--- src/hw/rtl/u8ptc_pkg.sv ---
// ----------------------------------------------------------------------------
// u8ptc_pkg
// Shared types, constants and helper functions for the printable UTF-8
// text checker.
// ----------------------------------------------------------------------------
package u8ptc_pkg;

  localparam int unsigned ByteW = 8;
  localparam int unsigned CpW   = 21;  // code point accumulator width
  localparam int unsigned LenW  = 3;   // sequence length width
  localparam int unsigned ContW = 2;   // continuation count width

  localparam logic [LenW-1:0] SeqLen2 = LenW'(2);
  localparam logic [LenW-1:0] SeqLen3 = LenW'(3);
  localparam logic [LenW-1:0] SeqLen4 = LenW'(4);

  localparam logic [CpW-1:0] CpMin2     = CpW'(21'h00080);
  localparam logic [CpW-1:0] CpMin3     = CpW'(21'h00800);
  localparam logic [CpW-1:0] CpMin4     = CpW'(21'h10000);
  localparam logic [CpW-1:0] CpMax      = CpW'(21'h10FFFF);
  localparam logic [CpW-1:0] SurrogateLo = CpW'(21'h0D800);
  localparam logic [CpW-1:0] SurrogateHi = CpW'(21'h0DFFF);

  // Result handed from the checker core to the output register
  typedef struct packed {
    logic vld;
    logic verdict;
  } u8ptc_res_t;

  // Tab, newline, carriage return and visible ASCII
  function automatic logic is_printable(input logic [ByteW-1:0] b);
    return (b == 8'h09) || (b == 8'h0A) || (b == 8'h0D) ||
           ((b >= 8'h20) && (b <= 8'h7E));
  endfunction

  // Overlong form, out of range or surrogate
  function automatic logic seq_bad(input logic [LenW-1:0] len,
                                   input logic [CpW-1:0]  cp);
    logic bad;
    bad = 1'b0;
    if ((len == SeqLen2) && (cp < CpMin2)) bad = 1'b1;
    if ((len == SeqLen3) && (cp < CpMin3)) bad = 1'b1;
    if ((len == SeqLen4) && (cp < CpMin4)) bad = 1'b1;
    if (cp > CpMax) bad = 1'b1;
    if ((cp >= SurrogateLo) && (cp <= SurrogateHi)) bad = 1'b1;
    return bad;
  endfunction

endpackage

--- src/hw/rtl/utf8_printable_text_check.sv ---
// Path: the last byte passes from the input register through the decoder
//   logic, and its verdict lands in the result register that drives out_valid_o.
// Throughput: one byte per cycle; the input stalls only while a last byte
//   waits in the input register behind a verdict that is still held.
// Reset: rst_ni clears the decoder state and both stage valids at once.
// ----------------------------------------------------------------------------
// utf8_printable_text_check
// Checks a byte stream message for printable UTF-8 text and reports one
// verdict per message.
// ----------------------------------------------------------------------------
module utf8_printable_text_check
  import u8ptc_pkg::*;
(
  input  logic             clk_i,
  input  logic             rst_ni,
  input  logic             in_valid_i,
  output logic             in_stall_o,
  input  logic [ByteW-1:0] data_byte_i,
  input  logic             last_byte_i,
  output logic             out_valid_o,
  input  logic             out_stall_i,
  output logic             verdict_o
);

  logic             s1_vld_q, s1_vld_d;
  logic [ByteW-1:0] s1_byte_q;
  logic             s1_last_q;
  logic             s1_adv;
  logic             take;
  logic             out_vld_q, out_vld_d;
  logic             out_verdict_q;
  logic             core_busy;
  u8ptc_res_t       res;

  // Advance unless a last byte waits on a held result
  assign s1_adv     = !(s1_last_q && out_vld_q && out_stall_i);
  assign take       = s1_vld_q && s1_adv;
  assign in_stall_o = s1_vld_q && !s1_adv;
  assign s1_vld_d   = in_stall_o ? s1_vld_q : in_valid_i;

  u8ptc_core u_core (
    .clk_i  (clk_i),
    .rst_ni (rst_ni),
    .take_i (take),
    .byte_i (s1_byte_q),
    .last_i (s1_last_q),
    .res_o  (res),
    .busy_o (core_busy)
  );

  // Load a new verdict or drop the delivered one
  assign out_vld_d = res.vld | (out_vld_q & out_stall_i);

  // Hold stage valids
  always_ff @(posedge clk_i or negedge rst_ni) begin
    if (!rst_ni) begin
      s1_vld_q  <= 1'b0;
      out_vld_q <= 1'b0;
    end else begin
      s1_vld_q  <= s1_vld_d;
      out_vld_q <= out_vld_d;
    end
  end

  // Capture payloads
  always_ff @(posedge clk_i) begin
    if (in_valid_i && !in_stall_o) begin
      s1_byte_q <= data_byte_i;
      s1_last_q <= last_byte_i;
    end
    if (res.vld) begin
      out_verdict_q <= res.verdict;
    end
  end

  assign out_valid_o = out_vld_q;
  assign verdict_o   = out_verdict_q;

`ifndef SYNTHESIS
  // A verdict is only produced when the result register can take it
  a_res_slot_free: assert property (@(posedge clk_i) disable iff (!rst_ni)
    res.vld |-> (!out_vld_q || !out_stall_i))
    else $error("verdict produced while result register is held");

  // Decoder state is clear after a verdict
  a_clear_after_verdict: assert property (@(posedge clk_i) disable iff (!rst_ni)
    res.vld |=> !core_busy)
    else $error("decoder state not cleared after verdict");

  // Input stalls only while a byte sits in the input register
  a_stall_needs_item: assert property (@(posedge clk_i) disable iff (!rst_ni)
    in_stall_o |-> (s1_vld_q && s1_last_q && out_vld_q))
    else $error("input stalled without a blocked last byte");
`endif

endmodule

--- src/hw/rtl/u8ptc_core.sv ---
// ----------------------------------------------------------------------------
// u8ptc_core
// Decoder state and combinational byte step: tracks multi-byte sequences,
// latches the first error and produces the verdict on the last byte.
// ----------------------------------------------------------------------------
module u8ptc_core
  import u8ptc_pkg::*;
(
  input  logic             clk_i,
  input  logic             rst_ni,
  input  logic             take_i,
  input  logic [ByteW-1:0] byte_i,
  input  logic             last_i,
  output u8ptc_res_t       res_o,
  output logic             busy_o
);

  logic [ContW-1:0] cont_q, cont_d;
  logic [LenW-1:0]  len_q,  len_d;
  logic [CpW-1:0]   acc_q,  acc_d;
  logic             err_q,  err_d;
  logic [CpW-1:0]   acc_next;

  // Shift in six payload bits of a continuation byte
  assign acc_next = {acc_q[CpW-7:0], byte_i[5:0]};

  // Step the decoder by one byte
  always_comb begin
    cont_d        = cont_q;
    len_d         = len_q;
    acc_d         = acc_q;
    err_d         = err_q;
    res_o.vld     = 1'b0;
    res_o.verdict = 1'b0;
    if (take_i) begin
      if (!err_q) begin
        if (cont_q == '0) begin
          if (is_printable(byte_i)) begin
            cont_d = cont_q;
          end else if (byte_i inside {[8'hC2:8'hDF]}) begin
            len_d  = SeqLen2;
            acc_d  = CpW'(byte_i[4:0]);
            cont_d = ContW'(1);
          end else if (byte_i inside {[8'hE0:8'hEF]}) begin
            len_d  = SeqLen3;
            acc_d  = CpW'(byte_i[3:0]);
            cont_d = ContW'(2);
          end else if (byte_i inside {[8'hF0:8'hF4]}) begin
            len_d  = SeqLen4;
            acc_d  = CpW'(byte_i[2:0]);
            cont_d = ContW'(3);
          end else begin
            err_d = 1'b1;
          end
        end else if (byte_i[7:6] != 2'b10) begin
          err_d = 1'b1;
        end else begin
          acc_d  = acc_next;
          cont_d = cont_q - ContW'(1);
          if (cont_q == ContW'(1)) begin
            if (seq_bad(len_q, acc_next)) err_d = 1'b1;
            len_d = '0;
            acc_d = '0;
          end
        end
      end
      // Report on the last byte and clear for the next message
      if (last_i) begin
        res_o.vld     = 1'b1;
        res_o.verdict = err_d | (cont_d != '0);
        cont_d        = '0;
        len_d         = '0;
        acc_d         = '0;
        err_d         = 1'b0;
      end
    end
  end

  assign busy_o = (cont_q != '0) || err_q;

  // Hold decoder state
  always_ff @(posedge clk_i or negedge rst_ni) begin
    if (!rst_ni) begin
      cont_q <= '0;
      len_q  <= '0;
      acc_q  <= '0;
      err_q  <= 1'b0;
    end else begin
      cont_q <= cont_d;
      len_q  <= len_d;
      acc_q  <= acc_d;
      err_q  <= err_d;
    end
  end

endmodule
--- config.mk ---
export PLATFORM = sky130hd
export DESIGN_NAME = utf8_printable_text_check
export DESIGN_NICKNAME = d
export VERILOG_FILES = /design/src/hw/rtl/u8ptc_pkg.sv /design/src/hw/rtl/utf8_printable_text_check.sv /design/src/hw/rtl/u8ptc_core.sv
export SDC_FILE = /design/constraint.sdc
export NUM_CORES = 1
export LEC_CHECK = 0
export BUFFER_PORTS_ARGS = -buffer_cell sky130_fd_sc_hd__buf_2
export CAP_MARGIN = 30
export CORE_ASPECT_RATIO = 0.7
export CORE_UTILIZATION = 35
export CTS_BUF_LIST = sky130_fd_sc_hd__clkbuf_4 sky130_fd_sc_hd__clkbuf_8
export DETAILED_ROUTE_END_ITERATION = 12
export GPL_ROUTABILITY_DRIVEN = 0
export SLEW_MARGIN = 10
export SYNTH_ARGS = -nofsm -noshare
export SYNTH_HDL_FRONTEND = slang
export SYNTH_SLANG_ARGS = --single-unit
--- constraint.sdc ---
create_clock -name clk_i -period 2.1 [get_ports clk_i]
set_input_delay 0.315 -clock clk_i [delete_from_list [all_inputs] [get_ports clk_i]]
set_output_delay 0.315 -clock clk_i [all_outputs]
set_load 0.1 [all_outputs]
==> impl_metrics.env, run 1 <==
export IMPL_status="complete, but fails checks"
export IMPL_violations="negative setup slack"
export IMPL_post_route_period_util=1.004
export IMPL_hold_violations=0
export IMPL_placed_cells=264
export IMPL_worst_ep_arrival_time_ps=2240
export IMPL_cts_max_level=2
export IMPL_critical_path_class="reg2reg"
export IMPL_crit_path_max_fanout=3
export IMPL_synth_area_um2=1793
export IMPL_dp_slack_ps=6.687
export IMPL_hold_worst_slack_ps=11.16
export IMPL_synth_area_leaders="dfrtp_1, edfxtp_1, mux2i_1, nand2_1, inv_1"
export IMPL_worstSetupStartpointType="flip-flop"
export IMPL_synth_adder_area_share=0.01396
export IMPL_setup_tns_final_ps=-7.817
export IMPL_yosysWarnings=0
export IMPL_numCtsBuffers=5
export IMPL_synth_top_area_cell="dfrtp_1"
export IMPL_clk_pin_slew_ps=70
export IMPL_peakVddDrop_mv=0.4155
export IMPL_syn_mean_instance_area_um2=10.49
export IMPL_worstPathRequired_ps=2230
export IMPL_coreArea_um2=4861
export IMPL_final_common_cell="nand2_1"
export IMPL_synthesis_nets=186
export IMPL_period_needed_ps=2108
export IMPL_clkSinkCount=33
export IMPL_die_area_um2=5417
export IMPL_via_count=1396
export IMPL_fin_nets=219
export IMPL_report_final_slew_viol_count=0
export IMPL_grt_max_degree=24
export IMPL_synth_top_family_by_area="simple AND/OR/NAND/NOR gates"
export IMPL_dieWidth_um=87.55
export IMPL_synth_xor_area_frac=0
export IMPL_leakagePower_nw=0.9834
export IMPL_postRouteAntennaNets=0
export IMPL_setup_viol=1
export IMPL_reg2reg_from="s1_byte_q[4]"
export IMPL_die_h_um=61.88
export IMPL_yosysTopAreaCellShare=0.3210
export IMPL_cts_tree="done"
export IMPL_worst_slack_ps=-7.817
export IMPL_slew_headroom=0.6392
export IMPL_ys_ff_latch=33
export IMPL_root_buffer="clkbuf_8"
export IMPL_num_antenna_cells=0
export IMPL_overflow=0
export IMPL_synthCells=171
export IMPL_grt_pass1_wl_um=6306
export IMPL_cts_hold_buf=0
export IMPL_yosys_area_share_simple=0.1905
export IMPL_grt_pass1_vias=1214
export IMPL_cp_cell_sequence="or4b_4, a211oi_2, buf_4, nor4_1, a2111o_1, a31oi_1"
export IMPL_synthMuxAreaShare=0.08514
export IMPL_hold_path_class="in2async"
export IMPL_drive_gt1_frac=0.2683
export IMPL_initial_core_util=0.3689
export IMPL_cts_buffer_depth=2
export IMPL_end_kind="flip-flop"
export IMPL_wl_um=3804
export IMPL_timing_rr_end="verdict_o"
export IMPL_utilization=0.4427
export IMPL_drc=0
export IMPL_avgViaCountPerCell=5.095
export IMPL_dpl_hpwl_um=2842
export IMPL_ys_flop_type="dfrtp_1"
export IMPL_drt_initial_drc_count=152
export IMPL_dr_pass1_iters=4
export IMPL_slowest_stage="or4b_4"
export IMPL_insertion_delay_ps=280
export IMPL_slowest_delay_ps=560
export IMPL_wl_per_cell_um=13.88
export IMPL_rrSetupSlack_ps=-8
export IMPL_instances_no_fill=274
export IMPL_power_density_nw_per_um2=903.8
export IMPL_ys_types=50
export IMPL_async_reset_ff_frac=0.6970
export IMPL_rsz0062_at_grt="true"
export IMPL_cap_violations=0
export IMPL_synth_edf_count=10
export IMPL_synth_compound_area_share=0.1507
export IMPL_ys_seq_area_frac=0.4885
export IMPL_tightest_slew_ps=541.2
export IMPL_ios=16
export IMPL_antenna_found_initial=0
export IMPL_area_growth_syn_to_layout_pct=20.03
export IMPL_fin_skew_ps=6.807
export IMPL_grt_use_total=0.1588
export IMPL_rows=21
export IMPL_port_buffer_count=15
export IMPL_max_clock_freq_mhz=474.4
export IMPL_layout_common_cells="nand2_1, dfrtp_1, inv_1"
export IMPL_r2r_cells=6
==> cells in the mapped netlist (all sizes together), types with 3 or more instances <==
master and instances:
nand2 27, dfrtp 23, inv 21, mux2i 13
edfxtp 10, nor2 7, nand3 5, a21o 4
buf 4, nand4 4, o21ai 4, a21oi 3
nand2b 3, nor3 3, nor4 3
==> worst max path at each step <==
stage | depth (start not counted) | from | to | slack (ps)
2_1_floorplan | 8 | u_core.cont_q[0] | verdict_o | 30
6_report | 6 | s1_byte_q[4] | verdict_o | -8
3_5_place_dp | 5 | s1_byte_q[4] | verdict_o | 7
5_1_grt | 6 | s1_byte_q[4] | verdict_o | -50
3_3_place_gp | 5 | s1_byte_q[4] | verdict_o | 50
4_1_cts | 5 | s1_byte_q[4] | verdict_o | 1
==> what timing repair did <==
action	CTS	global route
gates resized for setup	0	6
buffers inserted	0	2
endpoints found under the setup margin	0	17
endpoints found under the hold margin	0	0
==> state kept, by name (all words and copies together) (netlist names) <==
name / flops
out_valid_o: 1
s1_byte_q: 8
s1_last_q: 1
s1_vld_q: 1
u_core.acc_q: 15
u_core.cont_q: 2
u_core.err_q: 1
u_core.len_q: 3
verdict_o: 1
==> layout make-up <==
cell class	count	area, um2
clock buffer	8	97.59
fill	481	2709
inverter	21	82.58
multi-input combinational	112	814.5
sequential	33	875.8
tap	69	86.33
timing repair buffer	31	195.2
==> per-stage QoR <==
step | cell area, um2 | total power, mW
finish | 2152 | 1.945
global route | 2152 | 2.060
CTS | 2112 | 1.926
detailed placement | 2014 | 1.399
global placement | 2014 | 1.398
floorplan | 1797 | 1.253
==> report_power, final <==
group	internal, mW	switching, mW	total [mW]	leakage [nW]
Sequential	0.746	0.0917	0.837	0.408
Clock	0.293	0.223	0.516	0.0523
Combinational	0.265	0.326	0.591	0.523
==> metal layers <==
| layer | vias up | GRT usage | wire length [um] |
|---|---|---|---|
| met5 | - | 0 | 0 |
| met4 | 0 | 0.04918 | 31 |
| met3 | 6 | 0.04359 | 177 |
| met2 | 51 | 0.2143 | 1533 |
| met1 | 658 | 0.2426 | 2061 |
| li1 | 681 | - | - |
==> critical path, delay by kind of cell, from the launching register on <==
family	cells	cell delay (ps)
AOI/OAI and AO/OA	3	750
and+or+nand+nor	2	600
DFF	1	440
buffers and inverters	1	160
==> kinds of logic after synthesis <==
| family | after synthesis |
|---|---|
| AOI/OAI and AO/OA | 30 |
| buffers and inverters | 26 |
| adders and majority gates | 2 |
| and+or+nand+nor | 65 |
| DFF | 33 |
| muxes | 15 |
(Power assumes the default switching activity.)
==> inputs of run 2 (changes only) <==
==> constraint.sdc (replaced) <==
create_clock -name clk_i -period 2.1 [get_ports clk_i]
set_input_delay 0.21 -clock clk_i [delete_from_list [all_inputs] [get_ports clk_i]]
set_output_delay 0.21 -clock clk_i [all_outputs]
set_load 0.02 [all_outputs]
==> run 2 against run 1 <==
Compared with the run above:
- the flow now finishes without violations
- critical path depth decreased by 1
- clock power increased by 20%
- cell area increased by 4.6%
- critical path type unchanged
- critical endpoint unchanged
- largest cell class unchanged
- highest routed layer unchanged
==> impl_metrics.env, run 2 (synthesized netlist as in run 1, its figures left out) <==
export IMPL_setup_viol=0
export IMPL_grt_pass1_vias=1324
export IMPL_crit_family="compound AO/OA/AOI/OAI gates"
export IMPL_avgViaCountPerCell=4.975
export IMPL_drive_gt1_frac=0.2958
export IMPL_hold_depth=1
export IMPL_wl_per_cell_um=14.25
export IMPL_drc=0
export IMPL_grt_use_total=0.1652
export IMPL_max_clock_freq_mhz=490.6
export IMPL_postRouteAntennaNets=0
export IMPL_holdPathEnd="s1_last_q"
export IMPL_fin_nets=227
export IMPL_cts_max_level=2
export IMPL_power_frac_comb=0.310
export IMPL_initial_core_util=0.3689
export IMPL_cp_num_buf_inv=0
export IMPL_grt_max_degree=24
export IMPL_dr_pass1_iters=4
export IMPL_clkSinkCount=33
export IMPL_critical_path_class="reg2reg"
export IMPL_regMostFlops="u_core.acc_q"
export IMPL_worst_slack_ps=61.66
export IMPL_peakVddDrop_mv=0.4777
export IMPL_sequentialPowerShare=0.396
export IMPL_switching_power_uw=636.6
export IMPL_ios=16
export IMPL_grt_pass1_wl_um=6603
export IMPL_slew_headroom=0.5361
export IMPL_dieWidth_um=87.55
export IMPL_hold_violations=0
export IMPL_slowest_stage="or4b_4"
export IMPL_status="finished, final reports clean"
export IMPL_worst_ep_arrival_time_ps=2050
export IMPL_leakagePower_nw=1.044
export IMPL_slowest_delay_ps=560
export IMPL_reg2reg_from="s1_byte_q[4]"
export IMPL_switching_share=0.3018
export IMPL_r2r_cells=5
export IMPL_grt_met2_usage=0.2232
export IMPL_cts_tree="done"
export IMPL_use_met3=0.06605
export IMPL_cts_buffer_depth=2
export IMPL_hold_start="last_byte_i"
export IMPL_die_area_um2=5417
export IMPL_reg_top3="u_core.acc_q (15), s1_byte_q (8), u_core.len_q (3)"
export IMPL_rsz0062_at_grt="true"
export IMPL_antenna_found_initial=0
export IMPL_worstPathRequired_ps=2110
export IMPL_via_count=1403
export IMPL_top_usage_layer="met1"
export IMPL_cp_cell_sequence="or4b_4, a211oi_4, nor2_2, a2111oi_4, a31oi_1"
export IMPL_grtUsageMet1=0.2449
export IMPL_area_growth_syn_to_layout_pct=25.54
export IMPL_numCtsBuffers=5
export IMPL_overflow=0
export IMPL_wl_um=4018
export IMPL_report_final_slew_viol_count=0
export IMPL_power_density_nw_per_um2=937.1
export IMPL_final_common_cell="nand2_1"
export IMPL_hold_path_class="in2reg"
export IMPL_total_power_mw=2.109
export IMPL_post_route_period_util=0.9706
export IMPL_crit_path_max_fanout=3
export IMPL_dpl_hpwl_um=2987
export IMPL_power_frac_clock=0.293
export IMPL_cap_violations=0
export IMPL_insertion_delay_ps=280
export IMPL_port_buffer_count=15
export IMPL_root_buffer="clkbuf_8"
export IMPL_drt_initial_drc_count=133
export IMPL_end_kind="flip-flop"
export IMPL_dp_slack_ps=-3.334
export IMPL_period_needed_ps=2038
export IMPL_n_fill_cell=488
export IMPL_num_antenna_cells=0
export IMPL_p_int_mw=1.473
export IMPL_largest_reg_flops=15
export IMPL_timing_rr_end="verdict_o"
export IMPL_tightest_slew_ps=687.1
export IMPL_fin_skew_ps=1.595
export IMPL_rows=21
export IMPL_rrSetupSlack_ps=60
export IMPL_layout_common_cells="nand2_1, dfrtp_1, buf_4"
export IMPL_coreArea_um2=4861
export IMPL_worstSetupStartpointType="flip-flop"
export IMPL_clk_pin_slew_ps=60
export IMPL_die_h_um=61.88
[run 2: cell count changes in the layout (fill, tap and decap cells not counted), sizes merged]
cell / previous run / this run
buf: 31 / 38
bufinv: 0 / 1
clkbuf: 8 / 7
dlygate4sd3: 0 / 1
inv: 20 / 21
clkinvlp: 1 / 0
[run 2: what timing repair did]
| item | 4_1_cts | 5_1_grt |
|---|---|---|
| resized for setup | 2 | 6 |
| endpoints found under the hold margin | 23 | 0 |
| endpoints found under the setup margin | 1 | 12 |
| pin swaps | 0 | 7 |
| hold buffers | 1 | 0 |
| buffers inserted | 0 | 4 |
[run 2: worst max-delay path by stage]
stage | from | to | slack [ps] | cells past startpoint
finish | s1_byte_q[4] | verdict_o | 60 | 5
global route | s1_byte_q[4] | u_core.acc_q[6] | -30 | 7
CTS | s1_byte_q[4] | verdict_o | 20 | 5
detailed placement | u_core.cont_q[0] | verdict_o | -3 | 7
global placement | u_core.cont_q[1] | verdict_o | 30 | 7
floorplan | u_core.cont_q[0] | verdict_o | 30 | 8
[run 2: worst reg2reg max path: cells and delay by family (launching register included)]
| kind | cells | cell delay [ps] |
|---|---|---|
| AOI/OAI and AO/OA | 3 | 720 |
| and+or+nand+nor | 2 | 650 |
| DFF | 1 | 410 |
[run 2: power groups by stage]
| stage | Clock [mW] | Sequential (mW) | Combinational [mW] |
|---|---|---|---|
| 4_1_cts | 0.638 | 0.831 | 0.612 |
| 2_1_floorplan | 0 | 0.818 | 0.406 |
| 3_3_place_gp | 0 | 0.843 | 0.588 |
| 3_5_place_dp | 0 | 0.844 | 0.586 |
| 5_1_grt | 0.668 | 0.849 | 0.718 |
| 6_report | 0.619 | 0.836 | 0.654 |
[run 2: layout make-up]
cell class | instances | area, um2 | area share
Sequential cell | 33 | 875.8 | 0.3891
Multi-Input combinational cell | 112 | 819.5 | 0.3641
Timing Repair Buffer | 39 | 270.3 | 0.1201
Clock buffer | 7 | 90.09 | 0.04002
Tap cell | 69 | 86.33 | 0.03835
Inverter | 21 | 78.83 | 0.03502
Clock inverter | 1 | 30.03 | 0.01334
[run 2: metal layers]
metal | vias to the layer above | part of all wire
met2 | 40 | 0.40
met5 | - | 0
met1 | 662 | 0.53
li1 | 699 | -
met4 | 0 | 0.0035
met3 | 2 | 0.072
[run 2: stage by stage]
stage          area (um2)  instances  setup TNS (ps)    util  hold slack [ps]
6_report             2251        282               0  0.4631            105.2
5_1_grt              2251        282          -253.1  0.4631            90.55
4_1_cts              2203        278               0  0.4533            96.06
3_5_place_dp         2061        269          -3.334  0.4239            228.3
3_3_place_gp         2061        269               0  0.4239            224.8
2_1_floorplan        1793        171               0       -           -85.59
==> inputs of run 3 (changes only) <==
- CELL_PAD_IN_SITES_DETAIL_PLACEMENT: unset -> 1
- CELL_PAD_IN_SITES_GLOBAL_PLACEMENT: unset -> 1
- PLACE_DENSITY_LB_ADDON: unset -> 0.1
==> run 3 against run 2 <==
Compared with the run above:
- the flow now finishes with violations (negative setup slack)
- global-route usage rose by 1.7 points
- worst setup slack got worse by 74 ps
- critical path depth increased by 1
- clock skew rose by 5.3 ps
- clock power down 4.7%
- hold slack lost 3.8 ps
- via count is 0.21% higher
- first-iteration DRC count decreased by 9.0%
- cell area is 2.2% lower
- cell count down 1.8%
- flip-flop and latch count stayed put
- die area stayed put
- largest cell class unchanged
- highest routed layer unchanged
==> impl_metrics.env, run 3 (synthesized netlist as in run 1, its figures left out) <==
export IMPL_power_density_nw_per_um2=916.1
export IMPL_dpl_hpwl_um=3353
export IMPL_ios=16
export IMPL_dr_pass1_iters=4
export IMPL_rsz0062_at_grt="true"
export IMPL_cts_tree="done"
export IMPL_die_area_um2=5417
export IMPL_grt_pass1_vias=1413
export IMPL_timing_rr_end="verdict_o"
export IMPL_critical_path_class="reg2reg"
export IMPL_drt_initial_drc_count=121
export IMPL_port_buffer_count=15
export IMPL_setup_viol=1
export IMPL_grt_pass1_wl_um=7272
export IMPL_slowest_stage="edfxtp_1"
export IMPL_grt_use_total=0.1826
export IMPL_antenna_found_initial=0
export IMPL_r2r_cells=6
export IMPL_worstPathRequired_ps=2230
export IMPL_final_common_cell="nand2_1"
export IMPL_setup_tns_final_ps=-12.16
export IMPL_drc=0
export IMPL_tightest_slew_ps=554.6
export IMPL_wl_um=4433
export IMPL_wl_per_cell_um=16.00
export IMPL_max_clock_freq_mhz=473.4
export IMPL_via_count=1406
export IMPL_hold_worst_slack_ps=101.4
export IMPL_drive_gt1_frac=0.2644
export IMPL_n_fill_cell=552
export IMPL_worst_slack_ps=-12.16
export IMPL_cp_cell_sequence="or3b_1, a211oi_2, buf_4, o41a_2, a2111o_1, a31oi_1"
export IMPL_hold_depth=1
export IMPL_grt_max_degree=24
export IMPL_hold_violations=0
export IMPL_insertion_delay_ps=280
export IMPL_area_growth_syn_to_layout_pct=22.75
export IMPL_coreArea_um2=4861
export IMPL_clk_pin_slew_ps=70
export IMPL_period_needed_ps=2112
export IMPL_slowest_delay_ps=470
export IMPL_violations="negative setup slack"
export IMPL_crit_family="compound AO/OA/AOI/OAI gates"
export IMPL_hold_start="data_byte_i[3]"
export IMPL_die_h_um=61.88
export IMPL_status="complete, but fails checks"
export IMPL_dp_slack_ps=-15.98
export IMPL_report_final_slew_viol_count=0
export IMPL_holdPathEnd="s1_byte_q[3]"
export IMPL_postRouteAntennaNets=0
export IMPL_largest_reg_flops=15
export IMPL_cts_buffer_depth=2
export IMPL_overflow=0
export IMPL_post_route_period_util=1.006
export IMPL_hold_path_class="in2reg"
export IMPL_fin_nets=222
export IMPL_reg2reg_from="s1_byte_q[1]"
export IMPL_end_kind="flip-flop"
export IMPL_utilization=0.4528
export IMPL_cts_max_level=2
export IMPL_leakagePower_nw=1.011
export IMPL_clkSinkCount=33
export IMPL_numCtsBuffers=5
export IMPL_crit_path_max_fanout=6
export IMPL_rrSetupSlack_ps=-10
export IMPL_avgViaCountPerCell=5.076
export IMPL_dieWidth_um=87.55
export IMPL_cp_num_buf_inv=1
export IMPL_cap_violations=0
export IMPL_worst_ep_arrival_time_ps=2240
export IMPL_initial_core_util=0.3689
export IMPL_worstSetupStartpointType="flip-flop"
export IMPL_peakVddDrop_mv=0.4365
export IMPL_fin_skew_ps=6.868
export IMPL_root_buffer="clkbuf_8"
export IMPL_layout_common_cells="nand2_1, dfrtp_1, inv_1"
export IMPL_regMostFlops="u_core.acc_q"
export IMPL_reg_top3="u_core.acc_q (15), s1_byte_q (8), u_core.len_q (3)"
export IMPL_slew_headroom=0.6303
export IMPL_num_antenna_cells=0
export IMPL_rows=21
## run 3: cell count changes in the layout (fill, tap and decap cells not counted), sizes merged
cell and delta:
buf -5, clkinvlp +1, clkinv +1, clkbuf -2
## run 3: through the flow
step | std cells | power, mW | area, um2
floorplan | 171 | 1.225 | 1793
global placement | 264 | 1.387 | 2023
detailed placement | 264 | 1.402 | 2023
CTS | 273 | 1.993 | 2143
global route | 277 | 2.136 | 2201
finish | 277 | 2.016 | 2201
## run 3: routing by layer
metal | vias up | track usage | part of all wire
li1 | 688 | - | -
met1 | 687 | 0.2815 | 0.53
met2 | 29 | 0.2612 | 0.42
met3 | 2 | 0.03963 | 0.041
met4 | 0 | 0.03513 | 0.00090
met5 | - | 0 | 0
## run 3: worst max-delay path by stage
| stage | slack (ps) | startpoint | end | cells after the start |
|---|---|---|---|---|
| 2_1_floorplan | 30 | u_core.cont_q[0] | verdict_o | 8 |
| 3_3_place_gp | 60 | s1_byte_q[4] | verdict_o | 6 |
| 3_5_place_dp | -20 | s1_byte_q[4] | verdict_o | 5 |
| 5_1_grt | -100 | s1_byte_q[5] | verdict_o | 6 |
| 6_report | -10 | s1_byte_q[1] | verdict_o | 6 |
| 4_1_cts | -30 | s1_byte_q[4] | verdict_o | 6 |
## run 3: repair_timing
action                     in CTS  in global routing
pin swaps                       0                  9
hold buffers                    1                  0
hold endpoints to repair       23                  0
setup endpoints to repair       1                 18
buffers inserted                0                  4
resized for setup               0                  6
## run 3: area by class of cell
type | instances | area, um2 | area share
sequential | 33 | 875.8 | 0.3980
clock inverter | 3 | 41.29 | 0.01876
clock buffer | 5 | 68.82 | 0.03127
timing repair buffer | 34 | 232.7 | 0.1057
inverter | 21 | 78.83 | 0.03582
tap | 69 | 86.33 | 0.03923
multi-input combinational | 112 | 817.0 | 0.3712
## run 3: power breakdown
group / total, mW / switching, mW / internal (mW) / leakage [nW]
logic: 0.591 / 0.323 / 0.268 / 0.552
registers: 0.835 / 0.0896 / 0.745 / 0.408
clock network: 0.590 / 0.241 / 0.349 / 0.0518
## run 3: worst register-to-register path, delay by kind of cell, from the launching register on
kind / cells / cell delay [ps]
AOI/OAI and AO/OA: 4 / 1110
DFF: 1 / 470
and+or+nand+nor: 1 / 230
buffers and inverters: 1 / 160
